$ cat config.mk
export PLATFORM = sky130hd
export DESIGN_NAME = permutation_order_crossover
export DESIGN_NICKNAME = d
export VERILOG_FILES = /design/src/rtl/core/poc_pkg.sv /design/src/rtl/core/poc_ram.sv /design/src/rtl/core/poc_front.sv /design/src/rtl/core/poc_job_q.sv /design/src/rtl/core/poc_back.sv /design/src/rtl/core/permutation_order_crossover.sv
export SDC_FILE = /design/constraint.sdc
export NUM_CORES = 1
export LEC_CHECK = 0
export ABC_AREA = 1
export ABC_CLOCK_PERIOD_IN_PS = 9600
export BUFFER_PORTS_ARGS = -buffer_cell sky130_fd_sc_hd__buf_4
export CAP_MARGIN = 40
export CORE_ASPECT_RATIO = 0.8
export CORE_MARGIN = 5
export CORE_UTILIZATION = 30
export DETAILED_ROUTE_END_ITERATION = 8
export PLACE_DENSITY = 0.52
export SYNTH_ARGS = -nofsm -noshare
export SYNTH_HDL_FRONTEND = slang
export SYNTH_SLANG_ARGS = --single-unit
$ cat constraint.sdc
create_clock -name clk -period 9.6 [get_ports clk]
set_input_delay 2.4 -clock clk [delete_from_list [all_inputs] [get_ports clk]]
set_output_delay 2.4 -clock clk [all_outputs]
set_load 0.05 [all_outputs]
$ cat src/rtl/core/poc_pkg.sv
// shared types, constants and a helper function for the order crossover block
`default_nettype none

package poc_pkg;

  // sizes
  localparam int MAX_GENES  = 64;
  localparam int ADDR_W     = $clog2(MAX_GENES);
  localparam int CNT_W      = $clog2(MAX_GENES + 1);
  localparam int GENE_W     = 6;
  localparam int CFG_DATA_W = 7;
  localparam int CFG_IDX_W  = 1;
  localparam int OQ_DEPTH   = 4;
  localparam int OQ_PTR_W   = $clog2(OQ_DEPTH);
  localparam int OQ_CNT_W   = $clog2(OQ_DEPTH + 1);

  typedef logic [GENE_W-1:0] gene_t;
  typedef logic [CNT_W-1:0]  cnt_t;
  typedef logic [ADDR_W-1:0] addr_t;

  localparam cnt_t LEN_RESET = cnt_t'(32);
  localparam cnt_t LEN_MIN   = cnt_t'(2);
  localparam cnt_t LEN_MAX   = cnt_t'(MAX_GENES);

  // crossover modes
  typedef enum logic [1:0] {
    MODE_SEGMENT = 2'd0,
    MODE_HEAD    = 2'd1,
    MODE_TAIL    = 2'd2,
    MODE_MASK    = 2'd3
  } mode_t;

  // configuration register indexes
  typedef enum logic [CFG_IDX_W-1:0] {
    REG_MODE = 1'b0,
    REG_LEN  = 1'b1
  } cfg_reg_t;

  // back end states
  typedef enum logic [1:0] {
    BK_IDLE,
    BK_MARK,
    BK_WAIT,
    BK_CHECK
  } bk_state_t;

  // one child build request from the front end
  typedef struct packed {
    cnt_t  len;
    mode_t mode;
    cnt_t  lo;
    cnt_t  hi;
  } job_t;

  // one result word
  typedef struct packed {
    gene_t gene;
    logic  last;
  } res_t;

  // does position idx come from parent a
  function automatic logic from_a_fn(input mode_t mode, input addr_t idx, input cnt_t lo,
                                     input cnt_t hi, input logic mask);
    cnt_t i;
    logic r;
    i = {1'b0, idx};
    unique case (mode)
      MODE_SEGMENT: r = (i >= lo) && (i < hi);
      MODE_HEAD:    r = (i < lo);
      MODE_TAIL:    r = (i >= lo);
      MODE_MASK:    r = mask;
      default:      r = 1'b0;
    endcase
    return r;
  endfunction

endpackage

`default_nettype wire

$ cat src/rtl/core/poc_ram.sv
// generic simple dual-port ram with registered read
`default_nettype none

module poc_ram #(
  parameter int WIDTH = 8,
  parameter int DEPTH = 64
) (
  input  wire logic                     clk,
  input  wire logic                     wr_en,
  input  wire logic [$clog2(DEPTH)-1:0] wr_addr,
  input  wire logic [WIDTH-1:0]         wr_data,
  input  wire logic [$clog2(DEPTH)-1:0] rd_addr,
  output logic      [WIDTH-1:0]         rd_data
);

  logic [WIDTH-1:0] mem [DEPTH];
  logic [WIDTH-1:0] rd_data_r;

  // write port
  always_ff @(posedge clk) begin
    if (wr_en) begin
      mem[wr_addr] <= wr_data;
    end
  end

  // registered read port
  always_ff @(posedge clk) begin
    rd_data_r <= mem[rd_addr];
  end

  assign rd_data = rd_data_r;

endmodule

`default_nettype wire

$ cat src/rtl/core/poc_front.sv
// front end: config registers, parent loading and job creation
`default_nettype none

module poc_front (
  input  wire logic                         clk,
  input  wire logic                         rst_n,
  // config write channel
  input  wire logic                         cfg_valid,
  output logic                              cfg_ready,
  input  wire logic [poc_pkg::CFG_IDX_W-1:0]  cfg_index,
  input  wire logic [poc_pkg::CFG_DATA_W-1:0] cfg_data,
  // input words
  input  wire logic                         push,
  output logic                              full,
  input  wire poc_pkg::cnt_t                cut_low,
  input  wire poc_pkg::cnt_t                cut_high,
  input  wire logic                         last_gene,
  // hold-off while a child is being built
  input  wire logic                         hold,
  // parent store writes
  output logic                              st_we,
  output poc_pkg::addr_t                    st_addr,
  // job queue
  output logic                              job_push,
  output poc_pkg::job_t                     job
);

  poc_pkg::mode_t mode_r, mode_nxt;
  poc_pkg::cnt_t  len_r, len_nxt;
  poc_pkg::addr_t pos_r, pos_nxt;
  poc_pkg::cnt_t  n_eff;
  poc_pkg::cnt_t  pos_inc;
  poc_pkg::cnt_t  lo_c, hi_c;
  logic           accept;
  logic           final_word;

  assign cfg_ready = 1'b1;
  assign full      = hold;
  assign accept    = push && !hold;

  // config register writes
  always_comb begin
    mode_nxt = mode_r;
    len_nxt  = len_r;
    if (cfg_valid) begin
      unique case (poc_pkg::cfg_reg_t'(cfg_index))
        poc_pkg::REG_MODE: mode_nxt = poc_pkg::mode_t'(cfg_data[1:0]);
        poc_pkg::REG_LEN:  len_nxt  = cfg_data;
        default: ;
      endcase
    end
  end

  // effective length saturated to the supported range
  always_comb begin
    priority if (len_r < poc_pkg::LEN_MIN) begin
      n_eff = poc_pkg::LEN_MIN;
    end else if (len_r > poc_pkg::LEN_MAX) begin
      n_eff = poc_pkg::LEN_MAX;
    end else begin
      n_eff = len_r;
    end
  end

  // load position and end of parents
  assign pos_inc    = {1'b0, pos_r} + poc_pkg::cnt_t'(1);
  assign final_word = last_gene || !(pos_inc < n_eff);

  always_comb begin
    pos_nxt = pos_r;
    if (accept) begin
      pos_nxt = final_word ? '0 : pos_inc[poc_pkg::ADDR_W-1:0];
    end
  end

  assign st_we   = accept;
  assign st_addr = pos_r;

  // cut points clamped, swapped for the segment mode
  assign lo_c = (cut_low > n_eff) ? n_eff : cut_low;
  assign hi_c = (cut_high > n_eff) ? n_eff : cut_high;

  always_comb begin
    job.len  = n_eff;
    job.mode = mode_r;
    job.lo   = lo_c;
    job.hi   = hi_c;
    if (mode_r == poc_pkg::MODE_SEGMENT && lo_c > hi_c) begin
      job.lo = hi_c;
      job.hi = lo_c;
    end
  end

  assign job_push = accept && final_word;

  always_ff @(posedge clk) begin
    if (!rst_n) begin
      mode_r <= poc_pkg::MODE_SEGMENT;
      len_r  <= poc_pkg::LEN_RESET;
      pos_r  <= '0;
    end else begin
      mode_r <= mode_nxt;
      len_r  <= len_nxt;
      pos_r  <= pos_nxt;
    end
  end

endmodule

`default_nettype wire

$ cat src/rtl/core/poc_job_q.sv
// two-entry queue of child build jobs between front and back end
`default_nettype none

module poc_job_q (
  input  wire logic          clk,
  input  wire logic          rst_n,
  input  wire logic          push,
  input  wire poc_pkg::job_t push_job,
  input  wire logic          pop,
  output logic               not_empty,
  output poc_pkg::job_t      head
);

  poc_pkg::job_t q_r [2];
  logic          wr_ptr_r, wr_ptr_nxt;
  logic          rd_ptr_r, rd_ptr_nxt;
  logic [1:0]    count_r, count_nxt;
  logic          do_push, do_pop;

  assign not_empty = (count_r != 2'd0);
  assign head      = q_r[rd_ptr_r];
  assign do_push   = push && (count_r != 2'd2);
  assign do_pop    = pop && not_empty;

  // pointers and fill count
  always_comb begin
    wr_ptr_nxt = do_push ? ~wr_ptr_r : wr_ptr_r;
    rd_ptr_nxt = do_pop ? ~rd_ptr_r : rd_ptr_r;
    count_nxt  = count_r + {1'b0, do_push} - {1'b0, do_pop};
  end

  always_ff @(posedge clk) begin
    if (!rst_n) begin
      wr_ptr_r <= 1'b0;
      rd_ptr_r <= 1'b0;
      count_r  <= 2'd0;
    end else begin
      wr_ptr_r <= wr_ptr_nxt;
      rd_ptr_r <= rd_ptr_nxt;
      count_r  <= count_nxt;
    end
  end

  // queue storage
  always_ff @(posedge clk) begin
    if (do_push) begin
      q_r[wr_ptr_r] <= push_job;
    end
  end

endmodule

`default_nettype wire

$ cat src/rtl/core/poc_back.sv
// back end: marks genes taken from a, then emits the child through a small queue
`default_nettype none

module poc_back (
  input  wire logic           clk,
  input  wire logic           rst_n,
  // job queue
  input  wire logic           job_valid,
  input  wire poc_pkg::job_t  job,
  output logic                job_pop,
  // parent store reads
  output poc_pkg::addr_t      a_rd_addr,
  input  wire poc_pkg::gene_t a_rd_data,
  input  wire logic           m_rd_data,
  output poc_pkg::addr_t      b_rd_addr,
  input  wire poc_pkg::gene_t b_rd_data,
  output logic                busy,
  // result words
  output logic                empty,
  input  wire logic           pop,
  output poc_pkg::gene_t      child_gene,
  output logic                last_child_gene
);

  poc_pkg::bk_state_t state_r, state_nxt;
  poc_pkg::job_t      job_r, job_nxt;
  poc_pkg::cnt_t      cnt_r, cnt_nxt;
  poc_pkg::cnt_t      j_r, j_nxt;
  logic               pend_r, pend_nxt;
  poc_pkg::addr_t     idx_d_r, idx_d_nxt;
  logic [poc_pkg::MAX_GENES-1:0] from_a_r, from_a_nxt;
  logic [poc_pkg::MAX_GENES-1:0] taken_r, taken_nxt;

  logic           issue;
  logic           fa_d;
  logic           cur_fa;
  logic           is_last;
  logic           b_done;
  logic           want_push;
  logic           skip_b;
  logic           res_push;
  poc_pkg::res_t  res;

  // output queue
  poc_pkg::res_t                 oq_r [poc_pkg::OQ_DEPTH];
  logic [poc_pkg::OQ_PTR_W-1:0]  oq_wr_r, oq_wr_nxt;
  logic [poc_pkg::OQ_PTR_W-1:0]  oq_rd_r, oq_rd_nxt;
  logic [poc_pkg::OQ_CNT_W-1:0]  oq_cnt_r, oq_cnt_nxt;
  logic                          oq_full;
  logic                          oq_pop;

  assign oq_full = (oq_cnt_r == poc_pkg::OQ_CNT_W'(poc_pkg::OQ_DEPTH));
  assign busy    = (state_r != poc_pkg::BK_IDLE);

  // store read addresses follow the position and b scan counters
  assign a_rd_addr = cnt_r[poc_pkg::ADDR_W-1:0];
  assign b_rd_addr = j_r[poc_pkg::ADDR_W-1:0];

  // decode of the current position
  assign issue   = (cnt_r < job_r.len);
  assign fa_d    = poc_pkg::from_a_fn(job_r.mode, idx_d_r, job_r.lo, job_r.hi, m_rd_data);
  assign cur_fa  = from_a_r[cnt_r[poc_pkg::ADDR_W-1:0]];
  assign is_last = (cnt_r == job_r.len - poc_pkg::cnt_t'(1));
  assign b_done  = !(j_r < job_r.len);

  // emit decision in the check state
  always_comb begin
    want_push = 1'b0;
    skip_b    = 1'b0;
    res.gene  = '0;
    res.last  = is_last;
    if (state_r == poc_pkg::BK_CHECK) begin
      priority if (cur_fa) begin
        want_push = 1'b1;
        res.gene  = a_rd_data;
      end else if (b_done) begin
        want_push = 1'b1;
      end else if (taken_r[b_rd_data]) begin
        skip_b = 1'b1;
      end else begin
        want_push = 1'b1;
        res.gene  = b_rd_data;
      end
    end
  end

  assign res_push = want_push && !oq_full;

  // next state
  always_comb begin
    state_nxt = state_r;
    unique case (state_r)
      poc_pkg::BK_IDLE: begin
        if (job_valid) begin
          state_nxt = poc_pkg::BK_MARK;
        end
      end
      poc_pkg::BK_MARK: begin
        if (!issue && !pend_r) begin
          state_nxt = poc_pkg::BK_WAIT;
        end
      end
      poc_pkg::BK_WAIT: begin
        state_nxt = poc_pkg::BK_CHECK;
      end
      poc_pkg::BK_CHECK: begin
        priority if (res_push) begin
          state_nxt = is_last ? poc_pkg::BK_IDLE : poc_pkg::BK_WAIT;
        end else if (skip_b) begin
          state_nxt = poc_pkg::BK_WAIT;
        end
      end
      default: state_nxt = poc_pkg::BK_IDLE;
    endcase
  end

  // datapath updates
  always_comb begin
    job_pop    = 1'b0;
    job_nxt    = job_r;
    cnt_nxt    = cnt_r;
    j_nxt      = j_r;
    pend_nxt   = 1'b0;
    idx_d_nxt  = idx_d_r;
    from_a_nxt = from_a_r;
    taken_nxt  = taken_r;
    unique case (state_r)
      poc_pkg::BK_IDLE: begin
        if (job_valid) begin
          job_pop    = 1'b1;
          job_nxt    = job;
          cnt_nxt    = '0;
          j_nxt      = '0;
          from_a_nxt = '0;
          taken_nxt  = '0;
        end
      end
      poc_pkg::BK_MARK: begin
        // read a and mask at cnt, consume the word read in the cycle before
        pend_nxt  = issue;
        idx_d_nxt = cnt_r[poc_pkg::ADDR_W-1:0];
        if (issue) begin
          cnt_nxt = cnt_r + poc_pkg::cnt_t'(1);
        end
        if (pend_r) begin
          from_a_nxt[idx_d_r] = fa_d;
          if (fa_d) begin
            taken_nxt[a_rd_data] = 1'b1;
          end
        end
        if (!issue && !pend_r) begin
          cnt_nxt = '0;
        end
      end
      poc_pkg::BK_WAIT: ;
      poc_pkg::BK_CHECK: begin
        if (skip_b) begin
          j_nxt = j_r + poc_pkg::cnt_t'(1);
        end
        if (res_push) begin
          cnt_nxt = cnt_r + poc_pkg::cnt_t'(1);
          if (!cur_fa && !b_done) begin
            j_nxt = j_r + poc_pkg::cnt_t'(1);
          end
        end
      end
      default: ;
    endcase
  end

  always_ff @(posedge clk) begin
    if (!rst_n) begin
      state_r <= poc_pkg::BK_IDLE;
      pend_r  <= 1'b0;
      taken_r <= '0;
    end else begin
      state_r <= state_nxt;
      pend_r  <= pend_nxt;
      taken_r <= taken_nxt;
    end
  end

  always_ff @(posedge clk) begin
    job_r    <= job_nxt;
    cnt_r    <= cnt_nxt;
    j_r      <= j_nxt;
    idx_d_r  <= idx_d_nxt;
    from_a_r <= from_a_nxt;
  end

  // output queue pointers
  assign oq_pop = pop && !empty;
  assign empty  = (oq_cnt_r == '0);

  always_comb begin
    oq_wr_nxt  = res_push ? oq_wr_r + poc_pkg::OQ_PTR_W'(1) : oq_wr_r;
    oq_rd_nxt  = oq_pop ? oq_rd_r + poc_pkg::OQ_PTR_W'(1) : oq_rd_r;
    oq_cnt_nxt = oq_cnt_r + poc_pkg::OQ_CNT_W'(res_push) - poc_pkg::OQ_CNT_W'(oq_pop);
  end

  always_ff @(posedge clk) begin
    if (!rst_n) begin
      oq_wr_r  <= '0;
      oq_rd_r  <= '0;
      oq_cnt_r <= '0;
    end else begin
      oq_wr_r  <= oq_wr_nxt;
      oq_rd_r  <= oq_rd_nxt;
      oq_cnt_r <= oq_cnt_nxt;
    end
  end

  // output queue storage
  always_ff @(posedge clk) begin
    if (res_push) begin
      oq_r[oq_wr_r] <= res;
    end
  end

  assign child_gene      = oq_r[oq_rd_r].gene;
  assign last_child_gene = oq_r[oq_rd_r].last;

endmodule

`default_nettype wire

$ cat src/rtl/core/permutation_order_crossover.sv
// top level of the permutation order crossover block
`default_nettype none

// Builds one child permutation from two parents by linear order crossover.
// One parent position is loaded per cycle while full is low; the word that
// carries last_gene, or the one at position sequence_length-1, closes the
// parents and hands a job to the back end. The back end then scans parent A
// and marks the genes it copies, and then emits each child gene, skipping
// genes of parent B that are already taken; its wait state covers the read
// latency of the parent memories. Loading of the next parents is held off
// (full is high) from the closing word until the back end has put the last
// child gene into its 4-word result queue. Configuration must be written
// through cfg_* while no child is in progress; the block itself does not
// enforce this.
module permutation_order_crossover (
  input  wire logic                           clk,
  input  wire logic                           rst_n,
  // configuration
  input  wire logic                           cfg_valid,
  output logic                                cfg_ready,
  input  wire logic [poc_pkg::CFG_IDX_W-1:0]  cfg_index,
  input  wire logic [poc_pkg::CFG_DATA_W-1:0] cfg_data,
  // input words
  input  wire logic                           push,
  output logic                                full,
  input  wire logic [5:0]                     in_gene_a,
  input  wire logic [5:0]                     in_gene_b,
  input  wire logic                           in_take_from_a,
  input  wire logic [6:0]                     in_cut_low,
  input  wire logic [6:0]                     in_cut_high,
  input  wire logic                           in_last_gene,
  // result words
  output logic                                empty,
  input  wire logic                           pop,
  output logic [5:0]                          out_child_gene,
  output logic                                out_last_child_gene
);

  logic           st_we;
  poc_pkg::addr_t st_addr;
  logic           job_push;
  poc_pkg::job_t  job_in;
  logic           job_valid;
  poc_pkg::job_t  job_head;
  logic           job_pop;
  logic           back_busy;
  logic           hold;
  poc_pkg::addr_t a_rd_addr;
  poc_pkg::addr_t b_rd_addr;
  poc_pkg::gene_t a_rd_data;
  poc_pkg::gene_t b_rd_data;
  logic           m_rd_data;

  // no loading while a child is queued or being built
  assign hold = job_valid || back_busy;

  // front end
  poc_front u_front (
    .clk         (clk),
    .rst_n       (rst_n),
    .cfg_valid   (cfg_valid),
    .cfg_ready   (cfg_ready),
    .cfg_index   (cfg_index),
    .cfg_data    (cfg_data),
    .push        (push),
    .full        (full),
    .cut_low     (in_cut_low),
    .cut_high    (in_cut_high),
    .last_gene   (in_last_gene),
    .hold        (hold),
    .st_we       (st_we),
    .st_addr     (st_addr),
    .job_push    (job_push),
    .job         (job_in)
  );

  // parent stores
  poc_ram #(.WIDTH(poc_pkg::GENE_W), .DEPTH(poc_pkg::MAX_GENES)) u_store_a (
    .clk     (clk),
    .wr_en   (st_we),
    .wr_addr (st_addr),
    .wr_data (in_gene_a),
    .rd_addr (a_rd_addr),
    .rd_data (a_rd_data)
  );

  poc_ram #(.WIDTH(poc_pkg::GENE_W), .DEPTH(poc_pkg::MAX_GENES)) u_store_b (
    .clk     (clk),
    .wr_en   (st_we),
    .wr_addr (st_addr),
    .wr_data (in_gene_b),
    .rd_addr (b_rd_addr),
    .rd_data (b_rd_data)
  );

  poc_ram #(.WIDTH(1), .DEPTH(poc_pkg::MAX_GENES)) u_store_mask (
    .clk     (clk),
    .wr_en   (st_we),
    .wr_addr (st_addr),
    .wr_data (in_take_from_a),
    .rd_addr (a_rd_addr),
    .rd_data (m_rd_data)
  );

  // job queue
  poc_job_q u_job_q (
    .clk       (clk),
    .rst_n     (rst_n),
    .push      (job_push),
    .push_job  (job_in),
    .pop       (job_pop),
    .not_empty (job_valid),
    .head      (job_head)
  );

  // back end
  poc_back u_back (
    .clk             (clk),
    .rst_n           (rst_n),
    .job_valid       (job_valid),
    .job             (job_head),
    .job_pop         (job_pop),
    .a_rd_addr       (a_rd_addr),
    .a_rd_data       (a_rd_data),
    .m_rd_data       (m_rd_data),
    .b_rd_addr       (b_rd_addr),
    .b_rd_data       (b_rd_data),
    .busy            (back_busy),
    .empty           (empty),
    .pop             (pop),
    .child_gene      (out_child_gene),
    .last_child_gene (out_last_child_gene)
  );

endmodule

`default_nettype wire

* Word-level counts from Yosys, hierarchy flattened
Memory sizes are Yosys's and may differ from the RTL's. A register that Yosys moved wholly into a read port is not among the register bits. Index checks and enable logic that the tools add are counted. Widths: inputs -> output; s select.
Storage, ports and cells: RAM bits 906, bits in read-only memories 0, register bits after elaboration 177, bits in latches 0, output and inout port bits 10, bits of input ports 41, memories kept 5
Operators by class: muxes and demuxes 59, multipliers 0, order comparisons 17, bitwise gates (word level) 4, shift-type cells 0, reduce and logical (&&, ||, !) cells 39, add/sub/neg operators 10, equal/unequal tests 16, divide/modulo/power cells 0
Memories:
- u_store_a.mem | words 64, bits a word 6, rd ports 1, clocked after Yosys merged registers in 1, write ports 1, line poc_ram.sv:16 | logic [WIDTH-1:0] mem [DEPTH];
- u_store_b.mem | words 64, bits a word 6, rd ports 1, clocked after Yosys merged registers in 1, write ports 1, line poc_ram.sv:16
- u_store_mask.mem | words 64, bits a word 1, rd ports 1, clocked after Yosys merged registers in 1, write ports 1, line poc_ram.sv:16
- u_job_q.q_r | words 2, bits a word 23, rd ports 1, clocked after Yosys merged registers in 1, write ports 1, line poc_job_q.sv:14 | poc_pkg::job_t q_r [2];
- u_back.oq_r | words 4, bits a word 7, rd ports 1, clocked after Yosys merged registers in 1, write ports 1, line poc_back.sv:45 | poc_pkg::res_t oq_r [poc_pkg::OQ_DEPTH];
Operators by type and width (count):
- $mux 64 | 4
- $pmux 64 s2 | 2
- $mux 7 | 11
- $bwmux 64 | 1
- $or 64x64->64 | 1
- $mux 6 | 5
- $lt 6x7->1 const B | 4
- $gt 7x7->1 | 3
- $lt 7x7->1 | 3
- $pmux 7 s3 | 1
- $mux 1 | 20
- $add 7x1->7 const B | 2
- $lt 6x7->1 | 2
- $mux 14 | 1
- $mux 2 | 7
- $pmux 7 s2 | 1
- $bmux 1 s6 | 2
- $demux 1 s6 | 2
- $ge 6x1->1 const B | 2
- $logic_and 1x1->1 | 12
- $reduce_and 2->1 | 5
- $eq 2x2->1 const B | 4
- $ne 2x1->1 const B | 4
- $pmux 2 s4 | 1
- 25 further kinds | 45

* Depth between registers and ports, before layout
Gate-level depths: netlist of run 1.
depth after elaboration 10, gate-level depth with buffers 28, mapped depth without buffers 26

* Modules after synthesis
A second synthesis of run 1 with hierarchy kept.
Unflattened totals: cell total of the unflattened synthesis 4786, area, all modules 49616.3 um^2
Modules (own cells, without submodules):
- poc_ram (u_store_a ...) | area each 15930.3 um^2, cells an instance 1376, times used 2
- poc_back | area each 11039.3 um^2, cells an instance 1333, times used 1
- poc_ram (u_store_mask) | area each 3045.4 um^2, cells an instance 314, times used 1
- poc_job_q | area each 1903.1 um^2, cells an instance 107, times used 1
- poc_front | area each 1756.7 um^2, cells an instance 277, times used 1
- permutation_order_crossover | area each 11.3 um^2, cells an instance 3, times used 1

* Worst setup path before layout of run 1
No wires, ideal clock.
path type input port to flip-flop, start input in_cut_low[1], end memory u_job_q.q_r[0][1] in the netlist's numbering, data pin, slack 4.362 ns, cell stages on the path 19, arrival 4.963 ns, library setup time 0.275 ns, path through ha_1 > inv_1 > o31ai_1 > a21o_1 > a21oi_1 > o21ai_1 > nand2_1 > buf_2 > nand2_1 > o21ai_0 > ha_1 > nand2_1 > o21ai_0 > nand2_1 > o211ai_1 > nand3_1 > inv_1 > clkbuf_1 > o21ai_0
RTL lines:
- start: declaration | line permutation_order_crossover.sv:29 | input wire logic [6:0] in_cut_low,
- end: declaration | line poc_job_q.sv:14

==> qor.csv, run 1 <==
metric;value;unit
initial antenna violation count;6;
vias in the first global route;31229;
Clock Skews;0.0307;ns
Starting DRT DRC Count;4254;
gr ovfl total;0;
fin crit share;55.3;%
Setup Buffers After CTS;0;
Max Cap Viol;0;
Synth Cell Area;47200;sq um
CTS Sinks;1121;
xor/xnor share of the synthesized area;0.278;%
Post-synth top cells;edfxtp_1, nor2_1, o21ai_0, nand2_1, nand3_1;
drt drc;0;
pre-CTS WS;3.63;ns
pin count of the biggest net entering global routing;108;
layout cells sized above 1;8.76;%
Synth Area per Inst;11.4;sq um
Startpoint Class;input port;
GRT Util Overall;16.7;%
Non-Filler Instances;6416;
number of buffers created by CTS;111;
Fin Setup TNS;0;ns
maximum vdd drop;0.209;mV
largest family of logic cells by synthesized area;simple AND/OR/NAND/NOR gates;
Max Slew Vio Count;0;
Max Clock Freq;189;MHz
first-pass GRT wire length;209000;um
YS warnings;0;
top cells by area, synth;edfxtp_1, o21ai_0, nor2_1;
post-CTS sizing;0;
LEAKAGE;0.0181;uW
Root Buffer;clkbuf_16;
Post-synth EDFFs;1013;
distinct cell type count of the synthesized netlist;51;
CP required;10.01;ns
hold slack;0.449;ns
Vias;33033;
Synth Register Bits;1121;
Clk Latency, worst-skew pair;0.72;ns
DP HPWL;88000;um
Critical Path AT;5.71;ns
Synth Area in Compound Gates;12.3;%
Hold-fix buffers, CTS;0;
placed cell area;50600;sq um
top-count cell post-synth;edfxtp_1;
global placer's final weighted congestion;0.852;
Fin. Hold Viols;0;
Least-Margin Pin Slew;0.921;ns
sequential fraction of the synthesis area;69.0;%
IO Pins;51;
Synth area leader;edfxtp_1;
final wirelength;142000;um
NumNets Final;4313;
status;finished, final reports clean;
dpl cells;6207;
Post-Synth Simple-Gate Area;12.8;%
floorplan row count;130;
Synth Area in Adders;1.71;%
area of the core;157000;sq um
fin worst setup slack;4.30;ns
Die ar.;166000;sq um
height of the die;365;um
post-DR vias/cell;5.15;
Gate Count Post-Synth;4154;
clk slew on worst S/H paths;0.06;ns
Antenna Nets Post-Route;0;
H-tree levels;3;
Crit Path Category;in2reg;
final setup fails;0;
CTS tree;done;
Worst Setup End Kind;flip-flop;
max_slew headroom;38.6;%
mux cell area share after synthesis;0;%
1st-pass router iterations;6;
share of the synthesized area in the top cell type;64.4;%
deepest clock path buffer count;3;
CP Max Fanout;15;
HP Class;reg2reg;
post-DR wirelength/cell;22.1;um
port bufs;49;
post-layout minimum cycle time;5.30;ns
syn nets;4259;
fill count;15565;
Starting Density;30.1;%
Post-synth ARST share;0;%
Power Density;297;nW/um^2
Main synth FF type;edfxtp_1;
RSZ-0062 raised after global routing;no;
post-route cell area;54400;sq um
Die W;454;um
Layout area overhead;15.3;%
==> worst paths after layout <==
kind / start / end / slack [ns] / cells past startpoint
worst max register to register: u_front.len_r[1]$_SDFFE_PN0P_ / u_job_q.q_r[1][7]$_DFFE_PP_ / 4.68 / 23
worst min register to register: u_back.taken_r[61]$_SDFFE_PN0P_ / u_back.taken_r[61]$_SDFFE_PN0P_ / 0.45 / 2
worst min-delay path: u_back.taken_r[61]$_SDFFE_PN0P_ / u_back.taken_r[61]$_SDFFE_PN0P_ / 0.45 / 2
worst max-delay path: in_cut_low[1] / u_job_q.q_r[1][7]$_DFFE_PP_ / 4.30 / 18
==> flip-flops by register name, indices dropped and copies added (netlist names), 3 cells and up, named ones only <==
register,count
u_store_mask.mem,64
u_back.taken_r,64
u_back.cnt_r,7
u_store_a.rd_data,6
u_back.job_r,23
u_back.from_a_r,64
u_back.j_r,7
u_back.idx_d_r,6
u_job_q.q_r,46
u_store_a.mem,384
u_front.st_addr,6
u_front.len_r,7
u_back.oq_r,28
u_store_b.mem,384
u_back.oq_cnt_r,3
u_store_b.rd_data,6
==> logic make-up after synthesis <==
kind of cell | count (synthesis)
flops | 1121
buf+inv | 445
fa+ha+maj | 64
other cells | 1
compound gates | 1037
simple gates | 1471
xor+xnor | 15
==> per-stage QoR <==
stage | utilization [%] | total power [uW]
floorplan | - | 9460
global placement | 31.6 | 11600
detailed placement | 32.3 | 11700
CTS | 34.7 | 16200
global route | 34.7 | 17000
finish | 34.7 | 16200
==> final cells by class <==
class	instances	area, sq um	area share (%)
antenna	2	5.00	0.00919
clock buffer	140	2980	5.47
clock inverter	67	811	1.49
inverter	208	796	1.46
multi-input combinational	2588	12900	23.6
sequential	1121	32600	59.8
tap	2112	2640	4.85
timing repair buffer	178	1750	3.22
==> layer usage <==
metal	wire length (um)	GRT usage (%)	vias to the layer above
met4	3240	3.86	4
met3	12900	3.91	205
li1	-	-	15154
met5	27	0	-
met1	65700	24.9	16272
met2	59900	24.4	1398
==> layout by cell type, fill, tap and decap left out, drive strengths merged, types with 2 or more instances in the layout <==
cell	instances
edfxtp	1013
nor2	705
o21ai	565
nand2	445
nand3	261
inv	206
a21oi	196
buf	178
clkbuf	140
o22ai	139
dfxtp	108
o221ai	76
ha	63
clkinv	45
nand4	44
o211ai	34
bufinv	18
xor2	11
nor3	8
a22oi	6
clkinvlp	6
a31oi	5
a32o	5
xnor2	4
a21o	3
and3	3
diode	2
nor4	2
o21a	2
nand3b	2
==> worst max-delay path: stages <==
cell and delay [ns]:
buf_4 0.12, ha_1 0.26, inv_1 0.05, o31ai_1 0.22, a21o_1 0.15, a21oi_1 0.06, o21ai_1 0.21, nand2_1 0.26
nand2_1 0.12, o21ai_0 0.15, ha_1 0.37, nand2_1 0.05, o21ai_0 0.16, nand2_1 0.07, o211ai_1 0.08, nand3_1 0.35
inv_1 0.42, o21ai_0 0.22
==> where the power goes <==
part / internal, uW / switching (uW)
logic: 1410 / 4170
clock network: 2680 / 1900
registers: 5770 / 259
total: 9860 / 6330
(Power assumes the default switching activity.)
==> run 2, diff against run 1 <==
--- a/config.mk
+++ b/config.mk
@@ -6,7 +6,7 @@
 export NUM_CORES = 1
 export LEC_CHECK = 0
 export ABC_AREA = 1
-export ABC_CLOCK_PERIOD_IN_PS = 9600
+export ABC_CLOCK_PERIOD_IN_PS = 5100
 export BUFFER_PORTS_ARGS = -buffer_cell sky130_fd_sc_hd__buf_4
 export CAP_MARGIN = 40
 export CORE_ASPECT_RATIO = 0.8
==> constraint.sdc (replaced) <==
create_clock -name clk -period 5.1 [get_ports clk]
set_input_delay 1.275 -clock clk [delete_from_list [all_inputs] [get_ports clk]]
set_output_delay 1.275 -clock clk [all_outputs]
set_load 0.05 [all_outputs]
==> qor.csv, run 2 (synthesized netlist as in run 1, its figures left out) <==
metric;value;unit;change
vias in the first global route;30423;;-2.6%
final wirelength;138000;um;-2.7%
port bufs;49;;unchanged
pre-CTS WS;0.698;ns;-2.93 ns
DP HPWL;80200;um;-8.8%
post-layout minimum cycle time;4.39;ns;
HP Class;reg2reg;;
NumNets Final;4295;;-0.42%
area of the core;157000;sq um;unchanged
Max Cap Viol;0;;unchanged
CP Max Fanout;14;;-1
first-pass GRT wire length;203000;um;-2.8%
H-tree levels;3;;unchanged
max_slew headroom;37.3;%;-1.3 points
Fin. Hold Viols;0;;unchanged
most common cell after layout, fill and taps aside;edfxtp_1;;
initial antenna violation count;5;;-1
clk slew on worst S/H paths;0.06;ns;about the same
GRT Util Overall;16.2;%;-0.46 points
Starting DRT DRC Count;3602;;-15%
most frequent cells in the layout;edfxtp_1, nor2_1, o21ai_0;;
Die W;454;um;unchanged
final setup fails;0;;unchanged
Starting Density;30.1;%;unchanged
IO Pins;51;;unchanged
global placer's final weighted congestion;0.820;;-3.7%
worst reg2reg path depth;23;;unchanged
CP required;5.53;ns;-4.48 ns
drt drc;0;;unchanged
register area;32600;sq um;unchanged
post-DR wirelength/cell;21.5;um;-2.5%
Vias;32414;;-1.9%
layout cells sized above 1;8.36;%;-0.40 points
gr ovfl total;0;;unchanged
Antenna Nets Post-Route;0;;unchanged
1st-pass router iterations;6;;unchanged
post-DR vias/cell;5.07;;-1.6%
Critical Path AT;4.83;ns;-0.88 ns
post-CTS sizing;0;;unchanged
Max Clock Freq;228;MHz;
Root Buffer;clkbuf_16;;
Crit Path Category;reg2reg;;
CTS Sinks;1121;;unchanged
Startpoint Class;flip-flop;;
deepest clock path buffer count;3;;unchanged
CTS tree;done;;
Clk Latency, worst-skew pair;0.74;ns;+0.02 ns
Worst Setup End Kind;flip-flop;;
Clock Skews;0.0477;ns;+0.0170 ns
Least-Margin Pin Slew;0.938;ns;+0.0170 ns
Max Slew Vio Count;0;;unchanged
Hold Crit Depth;2;;unchanged
Top Registers;u_store_a.mem x384, u_store_b.mem x384;;
LEAKAGE;0.0179;uW;-1.1%
Non-Filler Instances;6399;;-0.26%
fin crit share;86.2;%;
Pwr Total;30100;uW;+86%
Hold-fix buffers, CTS;0;;unchanged
dpl cells;6190;;-0.27%
pin count of the biggest net entering global routing;163;;+51%
status;finished, final reports clean;;
Layout area overhead;14.3;%;
number of buffers created by CTS;110;;-0.90%
maximum vdd drop;0.423;mV;+100%
Power Density;557;nW/um^2;+87%
Die ar.;166000;sq um;unchanged
Fin Setup TNS;0;ns;unchanged
height of the die;365;um;unchanged
fin worst setup slack;0.706;ns;-3.59 ns
fill count;15602;;+0.24%
RSZ-0062 raised after global routing;no;;
floorplan row count;130;;unchanged
Setup Buffers After CTS;0;;unchanged
multi-input logic area;12900;sq um;about the same
==> run 2: cell count changes in the layout (fill, tap and decap cells not counted), moves of 4 or more <==
| cell | change |
|---|---|
| clkbuf_1 | -6 |
| inv_6 | -4 |
| clkinv_1 | +5 |
| buf_6 | -14 |
| buf_12 | +9 |
| clkinv_2 | +6 |
| buf_16 | -12 |
| buf_8 | -7 |
| buf_4 | +7 |
| bufinv_16 | -5 |
==> run 2: final cells by class <==
type,count,share of cell area [%]
Tap cell,2112,4.89
Clock inverter,70,1.37
Inverter,208,1.47
Multi-Input combinational cell,2588,23.8
Timing Repair Buffer,161,2.58
Sequential cell,1121,60.4
Clock buffer,134,5.46
Antenna cell,5,0.0232
==> run 2: per-stage QoR <==
stage | cell area, sq um | utilization (%) | hold slack, ns
final | 54000 | 34.4 | 0.450
after CTS | 54000 | 34.4 | 0.450
after global placement | 50200 | 32.0 | 0.437
after global routing | 54000 | 34.4 | 0.467
after detailed placement | 50300 | 32.1 | 0.440
after floorplan | 47200 | - | 0.423
==> run 2: critical path: stages, from the launching register on <==
cell      delay [ns]
dfxtp_1         0.33
nor4_2          0.29
inv_1           0.09
o21ai_1         0.20
inv_1           0.11
a21oi_2         0.16
inv_1           0.16
ha_1            0.31
inv_1           0.05
o31ai_1         0.22
a21o_1          0.14
a21oi_1         0.05
o21ai_1         0.19
nand2_1         0.25
o21ai_0         0.37
ha_1            0.32
a21oi_1         0.14
o21ai_0         0.09
nand2_1         0.06
o211ai_1        0.07
nand3_1         0.10
inv_1           0.17
nand2_1         0.11
o21ai_0         0.11
==> run 2: worst paths after layout <==
path,startpoint,endpoint,slack (ns)
setup / recovery,u_front.len_r[2]$_SDFFE_PN0P_,u_job_q.q_r[0][3]$_DFFE_PP_,0.71
hold / removal,u_back.taken_r[34]$_SDFFE_PN0P_,u_back.taken_r[34]$_SDFFE_PN0P_,0.45
setup reg to reg,u_front.len_r[2]$_SDFFE_PN0P_,u_job_q.q_r[0][3]$_DFFE_PP_,0.71
hold reg to reg,u_back.taken_r[34]$_SDFFE_PN0P_,u_back.taken_r[34]$_SDFFE_PN0P_,0.45
==> run 2: metal layers <==
| layer | up-vias | routed length [um] | global-route usage [%] |
|---|---|---|---|
| met3 | 191 | 10500 | 3.54 |
| met2 | 1116 | 58700 | 23.7 |
| met5 | - | 16 | 0 |
| met1 | 15990 | 65600 | 24.3 |
| li1 | 15115 | - | - |
| met4 | 2 | 3110 | 3.96 |
==> run 2: report_power, final <==
| group | internal, uW | total [uW] | switching (uW) |
|---|---|---|---|
| Combinational | 2650 | 10300 | 7680 |
| Sequential | 10900 | 11400 | 522 |
| Clock | 4780 | 8370 | 3600 |
| Total | 18300 | 30100 | 11800 |
